$ cat config.mk
export PLATFORM = sky130hd
export DESIGN_NAME = resolver_angle_to_sine_cosine_dac
export DESIGN_NICKNAME = d
export VERILOG_FILES = /design/src/design/rscd_pkg.sv /design/src/design/rscd_mul.sv /design/src/design/resolver_angle_to_sine_cosine_dac.sv
export VERILOG_INCLUDE_DIRS = /design/src /design/src/design
export SDC_FILE = /design/constraint.sdc
export NUM_CORES = 2
export LEC_CHECK = 0
export BUFFER_PORTS_ARGS = -buffer_cell sky130_fd_sc_hd__buf_4
export CAP_MARGIN = 30
export CORE_MARGIN = 2
export CORE_UTILIZATION = 45
export DETAILED_ROUTE_END_ITERATION = 8
export RECOVER_POWER = 100
export REMOVE_ABC_BUFFERS = 1
export SLEW_MARGIN = 15
export SYNTH_ARGS = -nofsm -noshare
export SYNTH_HDL_FRONTEND = slang
export SYNTH_HIERARCHICAL = 1
export SYNTH_SLANG_ARGS = --single-unit
$ cat constraint.sdc
create_clock -name aclk -period 12 [get_ports aclk]
set_input_delay 1.8 -clock aclk [delete_from_list [all_inputs] [get_ports aclk]]
set_output_delay 1.8 -clock aclk [all_outputs]
set_load 0.02 [all_outputs]
$ cat src/design/resolver_angle_to_sine_cosine_dac_macros.svh
// ----------------------------------------------------------------------------
// Resolver DAC assertion macros
// Clocked implication checks, compiled out when ASSERT_OFF is set.
// ----------------------------------------------------------------------------
`ifndef RESOLVER_ANGLE_TO_SINE_COSINE_DAC_MACROS_SVH
`define RESOLVER_ANGLE_TO_SINE_COSINE_DAC_MACROS_SVH

`ifndef ASSERT_OFF
// same-cycle implication
`define RSCD_ASSERT_IMP(label, clk, rstn, ante, cons) \
    label: assert property (@(posedge clk) disable iff (!(rstn)) (ante) |-> (cons)) \
        else $error("same-cycle implication check failed");
// next-cycle implication
`define RSCD_ASSERT_NXT(label, clk, rstn, ante, cons) \
    label: assert property (@(posedge clk) disable iff (!(rstn)) (ante) |=> (cons)) \
        else $error("next-cycle implication check failed");
`else
`define RSCD_ASSERT_IMP(label, clk, rstn, ante, cons)
`define RSCD_ASSERT_NXT(label, clk, rstn, ante, cons)
`endif

`endif

$ cat src/design/rscd_pkg.sv
// ----------------------------------------------------------------------------
// Resolver DAC package
// Shared constants, series tables, sequencer and multiplier types.
// ----------------------------------------------------------------------------
package rscd_pkg;

    localparam int CHANNEL_COUNT = 3;
    localparam int CH_IDX_W      = (CHANNEL_COUNT > 1) ? $clog2(CHANNEL_COUNT) : 1;

    localparam int ANGLE_W = 24;
    localparam int CODE_W  = 12;

    // command kinds
    localparam logic CMD_RESOLVER = 1'b0;

    // angle units of 1/64 degree
    localparam logic [14:0] FULL_TURN    = 15'd23040;
    localparam logic [14:0] QUARTER_TURN = 15'd5760;
    localparam logic [14:0] HALF_TURN    = 15'd11520;
    localparam logic [14:0] THREE_QUART  = 15'd17280;

    // floor(2^32 / 23040)
    localparam logic [31:0] TURN_RECIP   = 32'd186413;
    // pi/11520 in Q30
    localparam logic [31:0] RAD_PER_UNIT = 32'd292818;
    localparam logic [30:0] Q30_ONE      = 31'h4000_0000;

    localparam logic [11:0] CODE_ZERO = 12'd2048;

    // series term positions: sine terms first, then cosine
    localparam logic [3:0] TERM_SINE_LAST = 4'd4;
    localparam logic [3:0] TERM_LAST      = 4'd10;

    typedef enum logic [16:0] {
        ST_IDLE     = 17'h00001,
        ST_RED_MUL  = 17'h00002,
        ST_RED_BACK = 17'h00004,
        ST_RED_FIX  = 17'h00008,
        ST_CMP      = 17'h00010,
        ST_QUAD     = 17'h00020,
        ST_X_MUL    = 17'h00040,
        ST_X_SQ     = 17'h00080,
        ST_X2_CAP   = 17'h00100,
        ST_H_MUL    = 17'h00200,
        ST_H_REC    = 17'h00400,
        ST_H_BACK   = 17'h00800,
        ST_H_FIX    = 17'h01000,
        ST_S_FIN    = 17'h02000,
        ST_S_CLAMP  = 17'h04000,
        ST_CODE_MAG = 17'h08000,
        ST_CODE_OUT = 17'h10000
    } state_t;

    typedef enum logic [1:0] {
        QUAD_I   = 2'd0,
        QUAD_II  = 2'd1,
        QUAD_III = 2'd2,
        QUAD_IV  = 2'd3
    } quad_t;

    // operand pair for the shared multiplier
    typedef struct packed {
        logic [31:0] a;
        logic [31:0] b;
    } mul_req_t;

    // Horner divisor for each term position
    function automatic logic [7:0] series_divisor(input logic [3:0] term);
        logic [7:0] k;
        case (term)
            4'd0:    k = 8'd110;
            4'd1:    k = 8'd72;
            4'd2:    k = 8'd42;
            4'd3:    k = 8'd20;
            4'd4:    k = 8'd6;
            4'd5:    k = 8'd132;
            4'd6:    k = 8'd90;
            4'd7:    k = 8'd56;
            4'd8:    k = 8'd30;
            4'd9:    k = 8'd12;
            4'd10:   k = 8'd2;
            default: k = 8'd1;
        endcase
        return k;
    endfunction

    // floor(2^32 / divisor); estimate is low by at most one
    function automatic logic [31:0] series_recip(input logic [3:0] term);
        logic [31:0] m;
        case (term)
            4'd0:    m = 32'd39045157;
            4'd1:    m = 32'd59652323;
            4'd2:    m = 32'd102261126;
            4'd3:    m = 32'd214748364;
            4'd4:    m = 32'd715827882;
            4'd5:    m = 32'd32537631;
            4'd6:    m = 32'd47721858;
            4'd7:    m = 32'd76695844;
            4'd8:    m = 32'd143165576;
            4'd9:    m = 32'd357913941;
            4'd10:   m = 32'd2147483648;
            default: m = 32'hFFFF_FFFF;
        endcase
        return m;
    endfunction

endpackage

$ cat src/design/rscd_mul.sv
// ----------------------------------------------------------------------------
// Resolver DAC shared multiplier
// 32 x 32 unsigned multiply, product registered.
// ----------------------------------------------------------------------------
module rscd_mul (
    input  logic               aclk,
    input  rscd_pkg::mul_req_t req,
    output logic [63:0]        prod
);

    logic [63:0] prod_reg;

    always_ff @(posedge aclk) begin
        prod_reg <= {32'd0, req.a} * {32'd0, req.b};
    end

    assign prod = prod_reg;

endmodule

$ cat src/design/resolver_angle_to_sine_cosine_dac.sv
// ----------------------------------------------------------------------------
// Resolver angle to sine/cosine DAC code generator
// Turns resolver angle commands into offset-binary converter codes and frames.
// ----------------------------------------------------------------------------
// Usage
//   s_ channel: one angle command per transaction. s_tuser is the command
//   kind (0 = resolver update), s_tdata holds channel and signed angle.
//   Other kinds and channels at or above the channel count are dropped in
//   the cycle they are taken, with no result.
//   m_ channel: one result per changed angle: channel, sine and cosine codes
//   and the three converter frame bytes.
//   Sequence: one shared 32x32 multiplier steps through the reduction
//   and eleven Horner terms, each term as multiply, reciprocal,
//   back-multiply and fix steps; the next command is taken only once
//   the sequencer is back in idle. An unchanged angle ends after the
//   compare, a dropped command as soon as it is taken.
//   Reset: all stored channel angles read zero, so a zero angle (or any
//   whole turn) gives nothing until the channel has held another angle.
//   Stall: the result sits in an output register; the sequencer takes the
//   next command meanwhile and only waits at its final step for the slot.
// ----------------------------------------------------------------------------
`include "resolver_angle_to_sine_cosine_dac_macros.svh"

module resolver_angle_to_sine_cosine_dac (
    input  logic        aclk,
    input  logic        aresetn,
    // command in
    input  logic        s_tvalid,
    output logic        s_tready,
    input  logic [31:0] s_tdata,   // [2:0] channel, [26:3] angle, [31:27] zero
    input  logic        s_tuser,   // [0] command
    // result out
    output logic        m_tvalid,
    input  logic        m_tready,
    output logic [55:0] m_tdata    // [2:0] out_channel, [14:3] sine_code,
                                   // [26:15] cosine_code, [34:27] frame_first,
                                   // [42:35] frame_second, [50:43] frame_third,
                                   // [55:51] zero
);

    // ------------------------------------------------------------------
    // Registers
    // ------------------------------------------------------------------
    rscd_pkg::state_t state_reg, state_next;
    logic [3:0]       term_reg, term_next;
    logic             out_valid_reg, out_valid_next;

    logic [2:0]       chan_reg, chan_next;
    logic             neg_reg, neg_next;
    logic [23:0]      abs_reg, abs_next;
    logic [14:0]      mag_reg, mag_next;
    logic [14:0]      u_reg, u_next;
    rscd_pkg::quad_t  quad_reg, quad_next;
    logic [12:0]      r_reg, r_next;
    logic [30:0]      x_reg, x_next;
    logic [31:0]      x2_reg, x2_next;
    logic [30:0]      t_reg, t_next;
    logic [31:0]      p_reg, p_next;
    logic [31:0]      qe_reg, qe_next;
    logic [30:0]      s_reg, s_next;
    logic [40:0]      vs_reg, vs_next;
    logic [40:0]      vc_reg, vc_next;
    logic             sneg_reg, sneg_next;
    logic             cneg_reg, cneg_next;

    logic [2:0]       och_reg, och_next;
    logic [11:0]      osin_reg, osin_next;
    logic [11:0]      ocos_reg, ocos_next;

    logic [15:0]      last_angle_reg [rscd_pkg::CHANNEL_COUNT];

    // ------------------------------------------------------------------
    // Combinational helpers
    // ------------------------------------------------------------------
    rscd_pkg::mul_req_t mul_req;
    logic [63:0]        mul_prod;

    logic        item_ok;
    logic [2:0]  in_chan;
    logic [23:0] in_angle;
    logic [24:0] red_rem;
    logic [24:0] red_sub;
    logic [15:0] stored_c;
    logic        last_wr;
    logic [31:0] h_rem;
    logic [31:0] h_quo;
    logic [31:0] s_prod;
    logic [30:0] sm_c, cm_c;
    logic [41:0] vs_full, vc_full;
    logic [11:0] s_ceil, c_ceil;
    logic        out_load;

    assign in_chan  = s_tdata[2:0];
    assign in_angle = s_tdata[26:3];
    assign item_ok  = (s_tuser == rscd_pkg::CMD_RESOLVER) &&
                      ({1'b0, in_chan} < 4'(rscd_pkg::CHANNEL_COUNT));

    assign s_tready = (state_reg == rscd_pkg::ST_IDLE);

    // shared multiplier
    rscd_mul u_mul (
        .aclk (aclk),
        .req  (mul_req),
        .prod (mul_prod)
    );

    // operands come straight from registers, constants or slices of the last product
    always_comb begin
        mul_req.a = 32'd0;
        mul_req.b = 32'd0;
        case (state_reg)
            rscd_pkg::ST_RED_MUL: begin
                mul_req.a = {8'd0, abs_reg};
                mul_req.b = rscd_pkg::TURN_RECIP;
            end
            rscd_pkg::ST_RED_BACK: begin
                mul_req.a = mul_prod[63:32];
                mul_req.b = {17'd0, rscd_pkg::FULL_TURN};
            end
            rscd_pkg::ST_X_MUL: begin
                mul_req.a = {19'd0, r_reg};
                mul_req.b = rscd_pkg::RAD_PER_UNIT;
            end
            rscd_pkg::ST_X_SQ: begin
                mul_req.a = mul_prod[31:0];
                mul_req.b = mul_prod[31:0];
            end
            rscd_pkg::ST_H_MUL: begin
                mul_req.a = x2_reg;
                mul_req.b = {1'b0, t_reg};
            end
            rscd_pkg::ST_H_REC: begin
                mul_req.a = mul_prod[61:30];
                mul_req.b = rscd_pkg::series_recip(term_reg);
            end
            rscd_pkg::ST_H_BACK: begin
                mul_req.a = mul_prod[63:32];
                mul_req.b = {24'd0, rscd_pkg::series_divisor(term_reg)};
            end
            rscd_pkg::ST_S_FIN: begin
                mul_req.a = {1'b0, x_reg};
                mul_req.b = {1'b0, t_reg};
            end
            default: begin
                mul_req.a = 32'd0;
                mul_req.b = 32'd0;
            end
        endcase
    end

    // remainder of the turn reduction, one correction step
    assign red_rem = {1'b0, abs_reg} - mul_prod[24:0];
    assign red_sub = red_rem - {10'd0, rscd_pkg::FULL_TURN};

    // signed reduced angle as stored per channel
    assign stored_c = neg_reg ? (16'd0 - {1'b0, mag_reg}) : {1'b0, mag_reg};

    // Horner step: quotient estimate corrected, then 1 - quotient
    assign h_rem = p_reg - mul_prod[31:0];
    assign h_quo = qe_reg +
                   ((h_rem >= {24'd0, rscd_pkg::series_divisor(term_reg)}) ? 32'd1 : 32'd0);

    assign s_prod = mul_prod[61:30];

    // quadrant rotation
    always_comb begin
        case (quad_reg)
            rscd_pkg::QUAD_I: begin
                sm_c = s_reg; cm_c = t_reg;
                sneg_next = 1'b0; cneg_next = 1'b0;
            end
            rscd_pkg::QUAD_II: begin
                sm_c = t_reg; cm_c = s_reg;
                sneg_next = 1'b0; cneg_next = 1'b1;
            end
            rscd_pkg::QUAD_III: begin
                sm_c = s_reg; cm_c = t_reg;
                sneg_next = 1'b1; cneg_next = 1'b1;
            end
            default: begin
                sm_c = t_reg; cm_c = s_reg;
                sneg_next = 1'b1; cneg_next = 1'b0;
            end
        endcase
    end

    // 2047 * magnitude
    assign vs_full = {sm_c, 11'd0} - {11'd0, sm_c};
    assign vc_full = {cm_c, 11'd0} - {11'd0, cm_c};

    // rounded up for negative values
    assign s_ceil = {1'b0, vs_reg[40:30]} + {11'd0, (|vs_reg[29:0])};
    assign c_ceil = {1'b0, vc_reg[40:30]} + {11'd0, (|vc_reg[29:0])};

    assign osin_next = sneg_reg ? (rscd_pkg::CODE_ZERO - s_ceil)
                                : (rscd_pkg::CODE_ZERO + {1'b0, vs_reg[40:30]});
    assign ocos_next = cneg_reg ? (rscd_pkg::CODE_ZERO - c_ceil)
                                : (rscd_pkg::CODE_ZERO + {1'b0, vc_reg[40:30]});
    assign och_next  = chan_reg;

    assign out_load = (state_reg == rscd_pkg::ST_CODE_OUT) && (!out_valid_reg || m_tready);

    always_comb begin
        if (out_load) begin
            out_valid_next = 1'b1;
        end else if (m_tready) begin
            out_valid_next = 1'b0;
        end else begin
            out_valid_next = out_valid_reg;
        end
    end

    // ------------------------------------------------------------------
    // Sequencer
    // ------------------------------------------------------------------
    always_comb begin
        state_next = state_reg;
        term_next  = term_reg;
        chan_next  = chan_reg;
        neg_next   = neg_reg;
        abs_next   = abs_reg;
        mag_next   = mag_reg;
        u_next     = u_reg;
        quad_next  = quad_reg;
        r_next     = r_reg;
        x_next     = x_reg;
        x2_next    = x2_reg;
        t_next     = t_reg;
        p_next     = p_reg;
        qe_next    = qe_reg;
        s_next     = s_reg;
        vs_next    = vs_reg;
        vc_next    = vc_reg;
        last_wr    = 1'b0;

        case (state_reg)
            rscd_pkg::ST_IDLE: begin
                chan_next = in_chan;
                neg_next  = in_angle[23];
                abs_next  = in_angle[23] ? (~in_angle + 24'd1) : in_angle;
                if (s_tvalid && item_ok) begin
                    state_next = rscd_pkg::ST_RED_MUL;
                end
            end
            rscd_pkg::ST_RED_MUL: begin
                state_next = rscd_pkg::ST_RED_BACK;
            end
            rscd_pkg::ST_RED_BACK: begin
                state_next = rscd_pkg::ST_RED_FIX;
            end
            rscd_pkg::ST_RED_FIX: begin
                mag_next   = (red_rem >= {10'd0, rscd_pkg::FULL_TURN}) ? red_sub[14:0]
                                                                       : red_rem[14:0];
                state_next = rscd_pkg::ST_CMP;
            end
            rscd_pkg::ST_CMP: begin
                u_next = (neg_reg && (mag_reg != 15'd0)) ? (rscd_pkg::FULL_TURN - mag_reg)
                                                         : mag_reg;
                if (stored_c == last_angle_reg[chan_reg[rscd_pkg::CH_IDX_W-1:0]]) begin
                    state_next = rscd_pkg::ST_IDLE;
                end else begin
                    last_wr    = 1'b1;
                    state_next = rscd_pkg::ST_QUAD;
                end
            end
            rscd_pkg::ST_QUAD: begin
                if (u_reg >= rscd_pkg::THREE_QUART) begin
                    quad_next = rscd_pkg::QUAD_IV;
                    r_next    = 13'(u_reg - rscd_pkg::THREE_QUART);
                end else if (u_reg >= rscd_pkg::HALF_TURN) begin
                    quad_next = rscd_pkg::QUAD_III;
                    r_next    = 13'(u_reg - rscd_pkg::HALF_TURN);
                end else if (u_reg >= rscd_pkg::QUARTER_TURN) begin
                    quad_next = rscd_pkg::QUAD_II;
                    r_next    = 13'(u_reg - rscd_pkg::QUARTER_TURN);
                end else begin
                    quad_next = rscd_pkg::QUAD_I;
                    r_next    = u_reg[12:0];
                end
                state_next = rscd_pkg::ST_X_MUL;
            end
            rscd_pkg::ST_X_MUL: begin
                state_next = rscd_pkg::ST_X_SQ;
            end
            rscd_pkg::ST_X_SQ: begin
                x_next     = mul_prod[30:0];
                state_next = rscd_pkg::ST_X2_CAP;
            end
            rscd_pkg::ST_X2_CAP: begin
                x2_next    = mul_prod[61:30];
                t_next     = rscd_pkg::Q30_ONE;
                term_next  = 4'd0;
                state_next = rscd_pkg::ST_H_MUL;
            end
            rscd_pkg::ST_H_MUL: begin
                state_next = rscd_pkg::ST_H_REC;
            end
            rscd_pkg::ST_H_REC: begin
                p_next     = mul_prod[61:30];
                state_next = rscd_pkg::ST_H_BACK;
            end
            rscd_pkg::ST_H_BACK: begin
                qe_next    = mul_prod[63:32];
                state_next = rscd_pkg::ST_H_FIX;
            end
            rscd_pkg::ST_H_FIX: begin
                t_next    = (h_quo >= {1'b0, rscd_pkg::Q30_ONE}) ? 31'd0
                                                                 : 31'({1'b0, rscd_pkg::Q30_ONE} - h_quo);
                term_next = term_reg + 4'd1;
                if (term_reg == rscd_pkg::TERM_SINE_LAST) begin
                    state_next = rscd_pkg::ST_S_FIN;
                end else if (term_reg == rscd_pkg::TERM_LAST) begin
                    state_next = rscd_pkg::ST_CODE_MAG;
                end else begin
                    state_next = rscd_pkg::ST_H_MUL;
                end
            end
            rscd_pkg::ST_S_FIN: begin
                state_next = rscd_pkg::ST_S_CLAMP;
            end
            rscd_pkg::ST_S_CLAMP: begin
                s_next     = (s_prod > {1'b0, rscd_pkg::Q30_ONE}) ? rscd_pkg::Q30_ONE
                                                                  : s_prod[30:0];
                t_next     = rscd_pkg::Q30_ONE;
                state_next = rscd_pkg::ST_H_MUL;
            end
            rscd_pkg::ST_CODE_MAG: begin
                vs_next    = vs_full[40:0];
                vc_next    = vc_full[40:0];
                state_next = rscd_pkg::ST_CODE_OUT;
            end
            rscd_pkg::ST_CODE_OUT: begin
                if (out_load) begin
                    state_next = rscd_pkg::ST_IDLE;
                end
            end
            default: begin
                state_next = rscd_pkg::ST_IDLE;
            end
        endcase
    end

    // control state
    always_ff @(posedge aclk) begin
        if (!aresetn) begin
            state_reg     <= rscd_pkg::ST_IDLE;
            term_reg      <= 4'd0;
            out_valid_reg <= 1'b0;
        end else begin
            state_reg     <= state_next;
            term_reg      <= term_next;
            out_valid_reg <= out_valid_next;
        end
    end

    // datapath
    always_ff @(posedge aclk) begin
        chan_reg <= chan_next;
        neg_reg  <= neg_next;
        abs_reg  <= abs_next;
        mag_reg  <= mag_next;
        u_reg    <= u_next;
        quad_reg <= quad_next;
        r_reg    <= r_next;
        x_reg    <= x_next;
        x2_reg   <= x2_next;
        t_reg    <= t_next;
        p_reg    <= p_next;
        qe_reg   <= qe_next;
        s_reg    <= s_next;
        vs_reg   <= vs_next;
        vc_reg   <= vc_next;
        if (state_reg == rscd_pkg::ST_CODE_MAG) begin
            sneg_reg <= sneg_next;
            cneg_reg <= cneg_next;
        end
        if (out_load) begin
            och_reg  <= och_next;
            osin_reg <= osin_next;
            ocos_reg <= ocos_next;
        end
    end

    // per-channel angle store, zero after reset
    always_ff @(posedge aclk) begin
        if (!aresetn) begin
            for (int i = 0; i < rscd_pkg::CHANNEL_COUNT; i++) begin
                last_angle_reg[i] <= 16'd0;
            end
        end else if (last_wr) begin
            last_angle_reg[chan_reg[rscd_pkg::CH_IDX_W-1:0]] <= stored_c;
        end
    end

    // ------------------------------------------------------------------
    // Result channel: codes plus the three converter frame bytes
    // ------------------------------------------------------------------
    assign m_tvalid = out_valid_reg;
    assign m_tdata  = {5'd0,
                       osin_reg[7:0],
                       ocos_reg[3:0], osin_reg[11:8],
                       ocos_reg[11:4],
                       ocos_reg,
                       osin_reg,
                       och_reg};

    // ------------------------------------------------------------------
    // Assertions
    // ------------------------------------------------------------------
    `RSCD_ASSERT_IMP(a_code_range, aclk, aresetn, m_tvalid, (m_tdata[14:3] != 12'd0) && (m_tdata[26:15] != 12'd0))
    `RSCD_ASSERT_IMP(a_term_bound, aclk, aresetn, state_reg == rscd_pkg::ST_H_FIX, term_reg <= rscd_pkg::TERM_LAST)
    `RSCD_ASSERT_NXT(a_start, aclk, aresetn, s_tvalid && s_tready && item_ok, state_reg == rscd_pkg::ST_RED_MUL)
    `RSCD_ASSERT_IMP(a_t_bound, aclk, aresetn, state_reg == rscd_pkg::ST_H_MUL, t_reg <= rscd_pkg::Q30_ONE)

endmodule
# Yosys cells after proc, flatten, opt, wreduce, memory -nomap -nowiden
# Memories as Yosys holds them, arrays and structs flattened. A register that Yosys moved wholly into a read port is not among the register bits.
# Cells that the tools add are included.
dict set report op_classes {
  bitwise 2
  reduce_logical 20
  n_lt_le_gt_ge 8
  multipliers 1
  n_eq_ne 24
  add_sub_neg 20
  mux 44
}
# op count
set ops {}
lappend ops {{$pmux W64 S8} 1}
lappend ops {{$pmux W17 S16} 1}
lappend ops {{$mux W31} 3}
lappend ops {{$sub A41 B31 Y41} 2}
lappend ops {{$mul A32 B32 Y64} 1}
lappend ops {{$mux W16} 4}
lappend ops {{$pmux W31 S2} 1}
lappend ops {{$reduce_or A30 Y1} 2}
lappend ops {{$mux W13} 3}
lappend ops {{$mux W17} 2}
lappend ops {{$add A32 B1 Y32} 1}
lappend ops {{$ge A32 B31 Y1 const B} 1}
lappend ops {{$ge A32 B8 Y1} 1}
lappend ops {{$gt A32 B31 Y1 const B} 1}
lappend ops {{$sub A32 B32 Y32} 1}
lappend ops {{$sub A31 B31 Y31 const A} 1}
lappend ops {{$mux W15} 2}
lappend ops {{$ge A25 B15 Y1 const B} 1}
lappend ops {{$sub A24 B25 Y25} 1}
lappend ops {{$add A11 B1 Y12} 2}
lappend ops {{$add A12 B11 Y12 const A} 2}
lappend ops {{$add A24 B1 Y24 const B} 1}
lappend ops {{$mux W12} 2}
lappend ops {{$mux W4} 6}
lappend ops {{52 further kinds} 76}
dict set report word_totals {
  mem_count 4
  ramBits 48
  mem_bits_ro 768
  ff_bits 459
}
# memory words width rd rd_clocked_by_memory_dff wr line_no
set memory_table {}
lappend memory_table {{(no name shown)} 16 32 1 1 0 rscd_pkg.sv:90} ;# case (term)
lappend memory_table {{(no name shown)} 16 8 1 1 0 rscd_pkg.sv:70} ;# case (term)
lappend memory_table {{(no name shown)} 16 8 1 1 0 rscd_pkg.sv:70}
lappend memory_table {last_angle_reg 3 16 1 1 3 resolver_angle_to_sine_cosine_dac.sv:70} ;# logic [15:0] last_angle_reg [rscd_pkg::CHANNEL_COUNT];

# Longest topological paths before layout
dict set report depth {
  word_depth 10
  depth_mapped 38
  ltp_nobuf 34
}

# Cells and area by module
# Netlist, hierarchy kept.
# module cells_each area_per_inst_um2 instances seq_area_each_um2
set modules_own_cells {}
lappend modules_own_cells {rscd_mul 3707 34375.5 1 1281.2}
lappend modules_own_cells {resolver_angle_to_sine_cosine_dac 2914 29992.5 1 14243.7}

# Worst setup path before layout
# No wires, ideal clock.
dict set report synth_timing {
  path_type {flip-flop to flip-flop}
  startpoint {register state_reg[13]}
  endpoint {register u_mul.prod_reg[62] (netlist: u_mul/prod[62])}
  slack_ns 2.143
  period_less_slack_ns 9.857
  stages_incl_launch_ff 35
  arrival_ns 9.734
  path_buffers 4
  required_time_ns 11.877
  cell_sequence {dfxtp_1 nor4_1 nand4_1 or3_1 nor3b_1 clkbuf_1 buf_1 a22oi_1 nand2_1 clkbuf_1 nand2_1 fa_1 inv_1 fa_1 fa_1 inv_1 fa_1 inv_1 fa_1 fa_1 fa_1 inv_1 fa_1 inv_1 ha_1 buf_6 a21o_1 a21o_1 a221o_1 a211oi_2 nor2_1 a41oi_4 o31a_4 o211ai_2 xor2_1}
}
# item line_no
set synth_lines {}
lappend synth_lines {{start, declared} resolver_angle_to_sine_cosine_dac.sv:44} ;# rscd_pkg::state_t state_reg, state_next;
lappend synth_lines {{start signal, assigned} resolver_angle_to_sine_cosine_dac.sv:346} ;# state_reg <= rscd_pkg::ST_IDLE;
lappend synth_lines {{start signal, assigned} resolver_angle_to_sine_cosine_dac.sv:350} ;# state_reg <= state_next;
lappend synth_lines {{end signal, assigned} rscd_mul.sv:14} ;# prod_reg <= {32'd0, req.a} * {32'd0, req.b};
lappend synth_lines {{end, declared} rscd_mul.sv:11} ;# logic [63:0] prod_reg;

==> impl_summary.log <==
[metrics] Sequential cell area: about 16000 sq um
[metrics] switching power of the nets: 1130 uW
[metrics] # placed instances: 8370
[metrics] clock buffers created by TritonCTS: between 60 and 70
[metrics] dominant register cell in the synthesized netlist: sky130_fd_sc_hd__edfxtp_1
[metrics] Routed Wire Length: 192 mm
[metrics] number of antenna violations at the first check in global routing: 13
[metrics] Final period util: 0.933
[metrics] Clk Tree Root Cell: sky130_fd_sc_hd__clkbuf_16
[metrics] internal power component: 3420 uW
[metrics] critical-path cell with the highest stage delay: sky130_fd_sc_hd__clkbuf_1
[metrics] part of the power in combinational logic: 0.065
[metrics] most area-hungry cell type in the Yosys netlist: sky130_fd_sc_hd__fa_1
[metrics] Mapped Avg Cell Area: a little under 10 sq um
[metrics] synth top area cells: sky130_fd_sc_hd__fa_1 (28%), sky130_fd_sc_hd__edfxtp_1 (20%), sky130_fd_sc_hd__ha_1 (8.2%)
[metrics] proportion of total power due to net switching: 0.249
[metrics] core region area: 142000 sq um
[metrics] Fmax achieved: 0.0894 GHz
[metrics] first-pass GRT wire length: 297 mm
[metrics] endpoint type of the worst setup path: flop
[metrics] Yosys top cell area share: 0.279
[metrics] insertion delay of the later-clocked pin in the worst-skew pair: roughly 0.7 ns
[metrics] synthesis-to-finish area growth: 6.88%
[metrics] Max transition margin: -1.23
[metrics] proportion of register bits with asynchronous set or reset after synthesis: 0
[metrics] post-layout minimum cycle time: roughly 11 ns
[metrics] worst path arrival time: roughly 12 ns
[metrics] final estimated routing congestion in global placement: 0.936
[metrics] power per cell area: 66.2 nW/um^2
[metrics] Crit path top cell by count: sky130_fd_sc_hd__fa_1
[metrics] horizontal die dimension: 382 um
[metrics] half-perimeter wire length of the detailed placement result: 152 mm
[metrics] most used cells in the layout excluding fill and tap cells: sky130_fd_sc_hd__inv_1 (1049), sky130_fd_sc_hd__fa_1 (898), sky130_fd_sc_hd__nand2_1 (783)
[metrics] layout cell share with drive strength beyond 1: 0.0431
[metrics] setup skew after layout: 0.0725 ns
[metrics] outcome: finished, violations left
[metrics] number of clock sinks: 557
[metrics] netlist area before placement: 64400 sq um
[metrics] clock-pin slew on the worst setup and hold paths: 0.06 ns
[metrics] most common cell after layout, fill and taps aside: sky130_fd_sc_hd__inv_1
[metrics] Data required, critical path: 12.59 ns
[metrics] Filler Cell Count: around 13000
[metrics] remaining number of nets flagged by the antenna check after routing: 0
[metrics] yosys synthesis warning count: 6
[metrics] Gate Count Post-Synth: 6621
[metrics] share of power burned in registers: 0.469
[metrics] number of iterations in the first detailed-routing pass: 9
[metrics] remaining design rule violation count: 10
[metrics] Max Transition Viols Final: 390
[metrics] Multi-input gate area: between 40000 and 50000 sq um
[metrics] setup TNS: 0 ns
[metrics] largest fanout on the critical path: 53
[metrics] starting density of the core: 0.454
[metrics] maximum clock insertion buffer count: 3
[metrics] area of all placed cells without fillers: approximately 70000 sq um
[metrics] clock share of power: 0.465
[metrics] flip-flop and latch count after synthesis: 557
[metrics] overall power consumption: between 4000 and 5000 uW
[metrics] worst vdd rail ir drop: 0.101 mV
[metrics] fraction of the yosys area taken by sequential cells: 0.241
[metrics] actual transition at the worst max-transition pin: 3.35 ns
[metrics] unrepaired setup endpoints after global routing: false
[metrics] Wirelength per Cell: 22.6 um
[metrics] CTS Hold Buffers Added: 0
[metrics] number of vias per cell after detailed routing: 5.61
[metrics] clock tree from TritonCTS: done
[metrics] Final Non-Filler Cells: ~8500
[metrics] pin count of the biggest net entering global routing: between 90 and 100
[metrics] max-cap check violation count: 11
[metrics] via total after detailed routing: ~48000
[metrics] number of global-route vias before repair: 49100
[metrics] Resized Gates After CTS: 0
[metrics] Die Ht: 382 um
[metrics] delay of the slowest cell on the worst path: 0.91 ns
[metrics] static leakage power: 0.0309 uW
[metrics] global-route total usage across every layer: 0.266
[metrics] total count of hold-check failures in the final report: 0
[metrics] number of nets in the layout: 7914
[metrics] violations in the final reports: design-rule violations, max-capacitance violations, max-slew violations
[metrics] # rows: 138
[metrics] drt first-iter violations: roughly 4300
[metrics] Top Ports: 95
[metrics] aggregate global routing overflow: 0
[metrics] postcts setup bufs: 0
[metrics] setup violation total in the final timing report: 0
[metrics] EDFF count, synth: about 440
[metrics] type of the tightest min-delay check: reg -> reg
[metrics] type of the worst setup path: reg -> reg
[metrics] Post-Route Utilization: 0.485
[metrics] IO Port Bufs: 84
[metrics] count of different cell masters after synthesis: 106
[metrics] total placed instance area: approximately 67000 sq um
[metrics] type of element launching the critical path: flop
[metrics] floorplan die area: 146000 sq um
[metrics] maximum level of the CTS H-tree: 3
==> metal layers <==
layer | vias up | part of all wire | GRT usage
li1 | 21300 | - | -
met1 | 24300 | 0.43 | 0.369
met2 | 1732 | 0.45 | 0.420
met3 | 306 | 0.087 | 0.0562
met4 | 12 | 0.034 | 0.0807
met5 | - | 0.00042 | 0
==> cell usage after synthesis (53+ instances only) <==
| master | instances |
|---|---|
| sky130_fd_sc_hd__inv_1 | 1049 |
| sky130_fd_sc_hd__fa_1 | 898 |
| sky130_fd_sc_hd__nand2_1 | 778 |
| sky130_fd_sc_hd__and2_1 | 659 |
| sky130_fd_sc_hd__edfxtp_1 | 437 |
| sky130_fd_sc_hd__ha_1 | 421 |
| sky130_fd_sc_hd__clkbuf_1 | 288 |
| sky130_fd_sc_hd__a21oi_1 | 225 |
| sky130_fd_sc_hd__nor2_1 | 216 |
| sky130_fd_sc_hd__xnor2_1 | 200 |
| sky130_fd_sc_hd__o21ai_0 | 163 |
| sky130_fd_sc_hd__dfxtp_1 | 120 |
| sky130_fd_sc_hd__nand3_1 | 112 |
| sky130_fd_sc_hd__xor2_1 | 96 |
| sky130_fd_sc_hd__a21o_1 | 85 |
| sky130_fd_sc_hd__a222oi_1 | 63 |
| sky130_fd_sc_hd__nand4_1 | 53 |
==> power groups by stage <==
stage / Combinational (uW) / Sequential [uW] / Clock [uW]
3_3_place_gp: 294 / 2170 / 0
4_1_cts: 300 / 2130 / 2160
3_5_place_dp: 295 / 2170 / 0
6_report: 297 / 2140 / 2120
2_1_floorplan: 206 / 2150 / 0
5_1_grt: 328 / 2130 / 2240
==> final timing paths <==
kind | from | end | slack, ns | cells past startpoint
setup / recovery | state_reg[14]$_SDFFE_PN0P_ | u_mul/prod[62]$_DFF_P_ | 0.81 | 30
hold / removal | chan_reg[2]$_DFFE_PP_ | och_reg[2]$_DFFE_PP_ | 0.42 | 0
setup reg to reg | state_reg[14]$_SDFFE_PN0P_ | u_mul/prod[62]$_DFF_P_ | 0.81 | 30
hold reg to reg | chan_reg[2]$_DFFE_PP_ | och_reg[2]$_DFFE_PP_ | 0.42 | 0
==> metrics by stage <==
stage	setup WS [ns]	hold slack, ns
after floorplan	-2.99	0.400
after global placement	1.36	0.417
after detailed placement	1.46	0.418
after CTS	1.32	0.424
after global routing	0.431	0.449
final	0.809	0.419
==> kinds of logic after synthesis <==
kind of cell	count (synthesis)	share of synthesized area
XOR/XNOR	301	0.0419
buffers and inverters	1400	0.0845
multiplexers	72	0.0145
flip-flops	557	0.241
AND/OR/NAND/NOR	2118	0.167
other	1	0.0000583
AO/OA/AOI/OAI	853	0.0902
adder cells (fa/ha/maj)	1319	0.361
==> cell type report <==
class	instances	area share
Multi-Input combinational cell	4668	0.630
Timing Repair Buffer	214	0.0192
Tap cell	1890	0.0344
Clock inverter	38	0.00738
Inverter	1049	0.0572
Clock buffer	87	0.0259
Antenna cell	7	0.000255
Sequential cell	557	0.226
==> worst max-delay path, delay by kind of cell, from the launching register on <==
kind	cells	cell delay, ns
buf+inv	5	2.00
fa+ha+maj	9	3.77
simple gates	10	3.35
flops	1	0.36
compound gates	5	1.39
xor+xnor	1	0.16
Note: power is estimated with default switching activity, not from simulation.
